--- config.mk ---
export PLATFORM = sky130hd
export DESIGN_NAME = rgbpi_cell
export DESIGN_NICKNAME = d
export VERILOG_FILES = /design/src/rtl/rgbpi_pkg.sv /design/src/rtl/rgbpi_cell.sv
export SDC_FILE = /design/constraint.sdc
export NUM_CORES = 1
export LEC_CHECK = 0
export ABC_AREA = 1
export BUFFER_PORTS_ARGS = -buffer_cell sky130_fd_sc_hd__buf_2
export CELL_PAD_IN_SITES_DETAIL_PLACEMENT = 1
export CELL_PAD_IN_SITES_GLOBAL_PLACEMENT = 1
export CORE_UTILIZATION = 34
export DETAILED_ROUTE_END_ITERATION = 7
export PLACE_DENSITY = 0.77
export SLEW_MARGIN = 10
export SYNTH_ARGS = -nofsm -noshare
export SYNTH_HDL_FRONTEND = slang
export SYNTH_SLANG_ARGS = --single-unit
--- constraint.sdc ---
create_clock -name clk -period 3.02 [get_ports clk]
set_input_delay 0.151 -clock clk [delete_from_list [all_inputs] [get_ports clk]]
set_output_delay 0.151 -clock clk [all_outputs]
set_load 0.005 [all_outputs]
--- src/rtl/rgbpi_pkg.sv ---
// ----------------------------------------------------------------------------
// rgbpi_pkg
// Shared types, constants and helpers for the RGB555 palette indexer.
// ----------------------------------------------------------------------------
package rgbpi_pkg;

  localparam int unsigned ColW = 15;
  localparam int unsigned IdxW = 8;
  localparam int unsigned CntW = 8;
  localparam logic [7:0]  MaxEntriesRst = 8'd255;

  // item travelling down the row of palette cells
  typedef struct packed {
    logic            busy;   // slot holds an item
    logic [ColW-1:0] col;    // packed 15-bit colour
    logic            last;   // final pixel of the image
    logic            done;   // resolved: matched or appended
    logic            newe;   // appended a new entry
    logic [IdxW-1:0] idx;    // palette index once resolved
    logic [CntW-1:0] cnt;    // entries held after this item
  } pix_t;

  // one result item as shown on the output ports
  typedef struct packed {
    logic [IdxW-1:0] pixel_index;
    logic [15:0]     color_word;
    logic            new_entry;
    logic            overflow;
    logic [CntW-1:0] entry_count;
    logic            last;
  } res_t;

  // cut each channel to its top 5 bits and pack blue, green, red
  function automatic logic [ColW-1:0] pack_col(input logic [7:0] red,
                                               input logic [7:0] green,
                                               input logic [7:0] blue);
    pack_col = {blue[7:3], green[7:3], red[7:3]};
  endfunction

  // turn an item leaving the row into its result; unresolved means overflow
  function automatic res_t to_result(input pix_t p);
    res_t r;
    r.pixel_index = p.done ? p.idx : '0;
    r.color_word  = {1'b1, p.col};
    r.new_entry   = p.newe;
    r.overflow    = ~p.done;
    r.entry_count = p.cnt;
    r.last        = p.last;
    to_result = r;
  endfunction

endpackage

--- src/rtl/rgbpi_cell.sv ---
// ----------------------------------------------------------------------------
// rgbpi_cell
// One palette entry: compares the passing item, claims the entry when the
// colour is new and the limit allows, and clears after the last pixel.
// ----------------------------------------------------------------------------
module rgbpi_cell #(
  parameter int unsigned CELL_INDEX = 0
) (
  input  logic                  clk,
  input  logic                  rst_n,
  input  logic                  adv,
  input  logic [7:0]            limit,
  input  rgbpi_pkg::pix_t       pix_in,
  output rgbpi_pkg::pix_t       pix_out_r
);

  localparam logic [rgbpi_pkg::IdxW-1:0] CellIdx = rgbpi_pkg::IdxW'(CELL_INDEX);
  localparam logic [rgbpi_pkg::CntW-1:0] CellCnt = rgbpi_pkg::CntW'(CELL_INDEX + 1);

  logic                       used_r, used_nxt;
  logic [rgbpi_pkg::ColW-1:0] entry_r, entry_nxt;
  rgbpi_pkg::pix_t            pix_nxt;
  logic                       match;
  logic                       claim;

  // compare against the held colour, or take the entry while under the limit
  always_comb begin
    match     = used_r && (entry_r == pix_in.col);
    claim     = !used_r && (CellIdx < limit);
    pix_nxt   = pix_in;
    used_nxt  = used_r;
    entry_nxt = entry_r;
    if (pix_in.busy) begin
      if (!pix_in.done && match) begin
        pix_nxt.done = 1'b1;
        pix_nxt.idx  = CellIdx;
      end else if (!pix_in.done && claim) begin
        pix_nxt.done = 1'b1;
        pix_nxt.newe = 1'b1;
        pix_nxt.idx  = CellIdx;
        entry_nxt    = pix_in.col;
        used_nxt     = 1'b1;
      end
      // entries fill from zero upward, so a held entry here sets the count
      if (used_nxt) begin
        pix_nxt.cnt = CellCnt;
      end
      // drop the entry once the last pixel of the image has gone past
      if (pix_in.last) begin
        used_nxt = 1'b0;
      end
    end
  end

  // hold the entry and advance the item with the row
  always_ff @(posedge clk) begin
    if (!rst_n) begin
      used_r    <= 1'b0;
      pix_out_r <= '0;
    end else if (adv) begin
      used_r    <= used_nxt;
      entry_r   <= entry_nxt;
      pix_out_r <= pix_nxt;
    end
  end

endmodule

==> impl_metrics.py <==
metrics = {
    "timing": {
        "rsz0062_at_grt": "no",
        "relSlewSlack_pct": 45.1,
        "hold_viol_final": 0,
        "tightest_slew_ns": 0.823,
        "fmax_mhz": 655,
        "finalMaxSlewViolations": 0,
        "finalCritPeriodShare_pct": 50.6,
        "min_period_ns": 1.53,
        "clock_skew_ns": 0.00532,
        "finalSetupViolations": 0,
        "setup_tns_ns": 0,
    },
    "clocking": {
        "insertion_delay_ns": 0.31,
        "root_buffer": "clkbuf_8",
        "cts_tree": "done",
        "cts.sink_count": 51,
        "cts_buffers": 5,
        "hold_buffers": 0,
        "post_cts_buffers": 0,
        "clk_pin_slew_ns": 0.10,
        "clockBufferDepth": 2,
        "cts.htree.levels": 2,
        "cts_resized": 0,
    },
    "detailed_routing": {
        "antenna_left": 0,
        "vias": 2029,
        "dr.pass1.iters": 4,
        "avgRoutedWirePerCell_um": 12.8,
        "wl_um": 5550,
        "drt-initial-drc-count": 69,
        "viasPerCell": 4.70,
        "drc": 0,
    },
    "placed_design": {
        "io_buffers": 80,
        "hpwlAfterDp_um": 4060,
        "gp_congestion": 0.809,
    },
    "cells_and_area": {
        "n_fill_cell": 799,
        "final_common_cell": "buf_2",
        "final_util_pct": 45.3,
        "seqCellArea_mm2": 0.00117,
        "layout-drive-gt1-share_pct": 27.5,
        "layout.nets": 402,
        "area.growth.synth_to_final_pct": 27.2,
        "multi_input_area_um2": 777,
        "final_cell_mix": "buf_2, nand2_1, inv_1, dfxtp_1",
        "insertedDiodeCount": 0,
    },
    "synth": {
        "ys_ff_latch": 51,
        "netlist_top_cells_area": "dfxtp_1, edfxtp_1, nand2_1",
        "syn_area_per_cell_um2": 7.71,
        "syn_nets": 323,
        "mappedNetlistArea_mm2": 0.00213,
        "synth_top_cell_area_share_pct": 33.8,
        "synth_area_leader_cell": "dfxtp_1",
        "seq_area_frac_synth_pct": 54.9,
        "yosysWarningCount": 0,
        "syn_inst": 277,
        "synth_cell_types": 19,
    },
    "global_routing": {
        "overflow": 0,
        "grt_pass1_vias": 2027,
        "grt_pass1_wl_um": 9270,
        "track_usage_pct": 18.6,
        "grt_antenna_before_repair": 0,
        "grt_start_max_net_pins": 51,
    },
    "critical_path": {
        "worstPathArrival_ns": 1.53,
        "criticalPathCategory": "in2reg",
        "rr_worst_depth": 11,
        "start_kind": "primary input",
        "required_ns": 3.02,
        "crit_fanout": 50,
        "rrSetupSlack_ns": 1.69,
        "r2r-end": "pix_out_r[11]$_SDFFE_PN0P_",
        "cp-end-kind": "register",
        "r2r-start": "entry_r[0]$_DFFE_PP_",
    },
    "run_status": {
        "status": "complete, no violations",
    },
    "floorplan": {
        "die_y_um": 81.2,
        "die_w_um": 81.2,
        "row_count": 28,
        "start_util_pct": 35.6,
        "dieArea_mm2": 0.00660,
        "fp.coreArea_mm2": 0.00599,
        "ios": 81,
    },
    "job": {
        "maxCapViolCount": 0,
    },
    "pwr": {
        "ir_drop_uv": 303,
        "power.leakage_nw": 1.40,
        "power_density_mw_per_mm2": 514,
    },
    "min_path": {
        "hp-start": "pix_in[20]",
        "hold_depth": 1,
        "hp-class": "in2reg",
        "min_to": "entry_r[1]$_DFFE_PP_",
    },
}
[worst max-delay path, cell delays in order]
cell,delay [ns]
buf_2,0.63
nand2_1,0.22
nor4_2,0.25
buf_4,0.28
[synthesized netlist by cell type]
cell / count
nand2_1: 76
dfxtp_1: 36
inv_1: 36
a21oi_1: 32
nor2_1: 32
o21ai_0: 18
edfxtp_1: 15
nand3_1: 8
clkbuf_1: 6
buf_2: 4
inv_2: 3
nand2_2: 2
nand2_4: 2
nand4_1: 2
a211oi_1: 1
clkinv_1: 1
nor4_1: 1
o21ai_1: 1
o21ai_2: 1
[sequential cells by signal, indices dropped and copies added (netlist names)]
register,count
entry_r,15
pix_out_r,35
used_r,1
[how the worst max path moves through the flow]
stage                from              endpoint  slack, ns
finish                adv  entry_r[7]$_DFFE_PP_       1.49
global route          adv  entry_r[3]$_DFFE_PP_       1.33
CTS                   adv  entry_r[3]$_DFFE_PP_       1.47
detailed placement    adv  entry_r[4]$_DFFE_PP_       1.13
global placement      adv  entry_r[6]$_DFFE_PP_       1.19
floorplan           rst_n  entry_r[0]$_DFFE_PP_       0.51
[metrics by stage]
step | instance area [um2] | setup WS (ns) | std cells | power, mW | hold slack (ns)
2_1_floorplan | 2130 | 0.509 | 277 | 0.850 | 0.250
5_1_grt | 2720 | 1.33 | 432 | 1.46 | 0.0426
4_1_cts | 2720 | 1.47 | 432 | 1.41 | 0.0434
3_3_place_gp | 2610 | 1.19 | 424 | 0.932 | 0.363
3_5_place_dp | 2610 | 1.13 | 424 | 0.939 | 0.365
6_report | 2720 | 1.49 | 432 | 1.39 | 0.0486
[layout make-up]
class | instances | share of cell area, %
tap | 75 | 3.46
sequential | 51 | 43.1
multi-input combinational | 176 | 28.6
clock inverter | 3 | 1.43
clock buffer | 5 | 2.53
inverter | 40 | 5.53
timing repair buffer | 82 | 15.3
[power breakdown]
| part | total [mW] | internal (mW) | switching (mW) |
|---|---|---|---|
| Combinational | 0.166 | 0.0711 | 0.0954 |
| Sequential | 0.753 | 0.737 | 0.0158 |
| Clock | 0.475 | 0.243 | 0.232 |
| Total | 1.39 | 1.05 | 0.343 |
[layer usage]
| metal | vias to the layer above | share of wire, % | GRT usage [%] |
|---|---|---|---|
| met3 | 6 | 6.4 | 5.28 |
| met2 | 60 | 48 | 32.2 |
| met1 | 936 | 45 | 21.8 |
| met4 | 0 | 1.4 | 6.79 |
| met5 | - | 0 | 0 |
| li1 | 1027 | - | - |
[kinds of logic (layout without fill, tap and decap cells)]
| family | Yosys count | after routing | share of synthesized area (%) |
|---|---|---|---|
| compound gates | 53 | 53 | 12.7 |
| buf+inv | 50 | 130 | 9.03 |
| simple gates | 123 | 123 | 23.4 |
| flops | 51 | 51 | 54.9 |
Note: power is estimated with default switching activity, not from simulation.
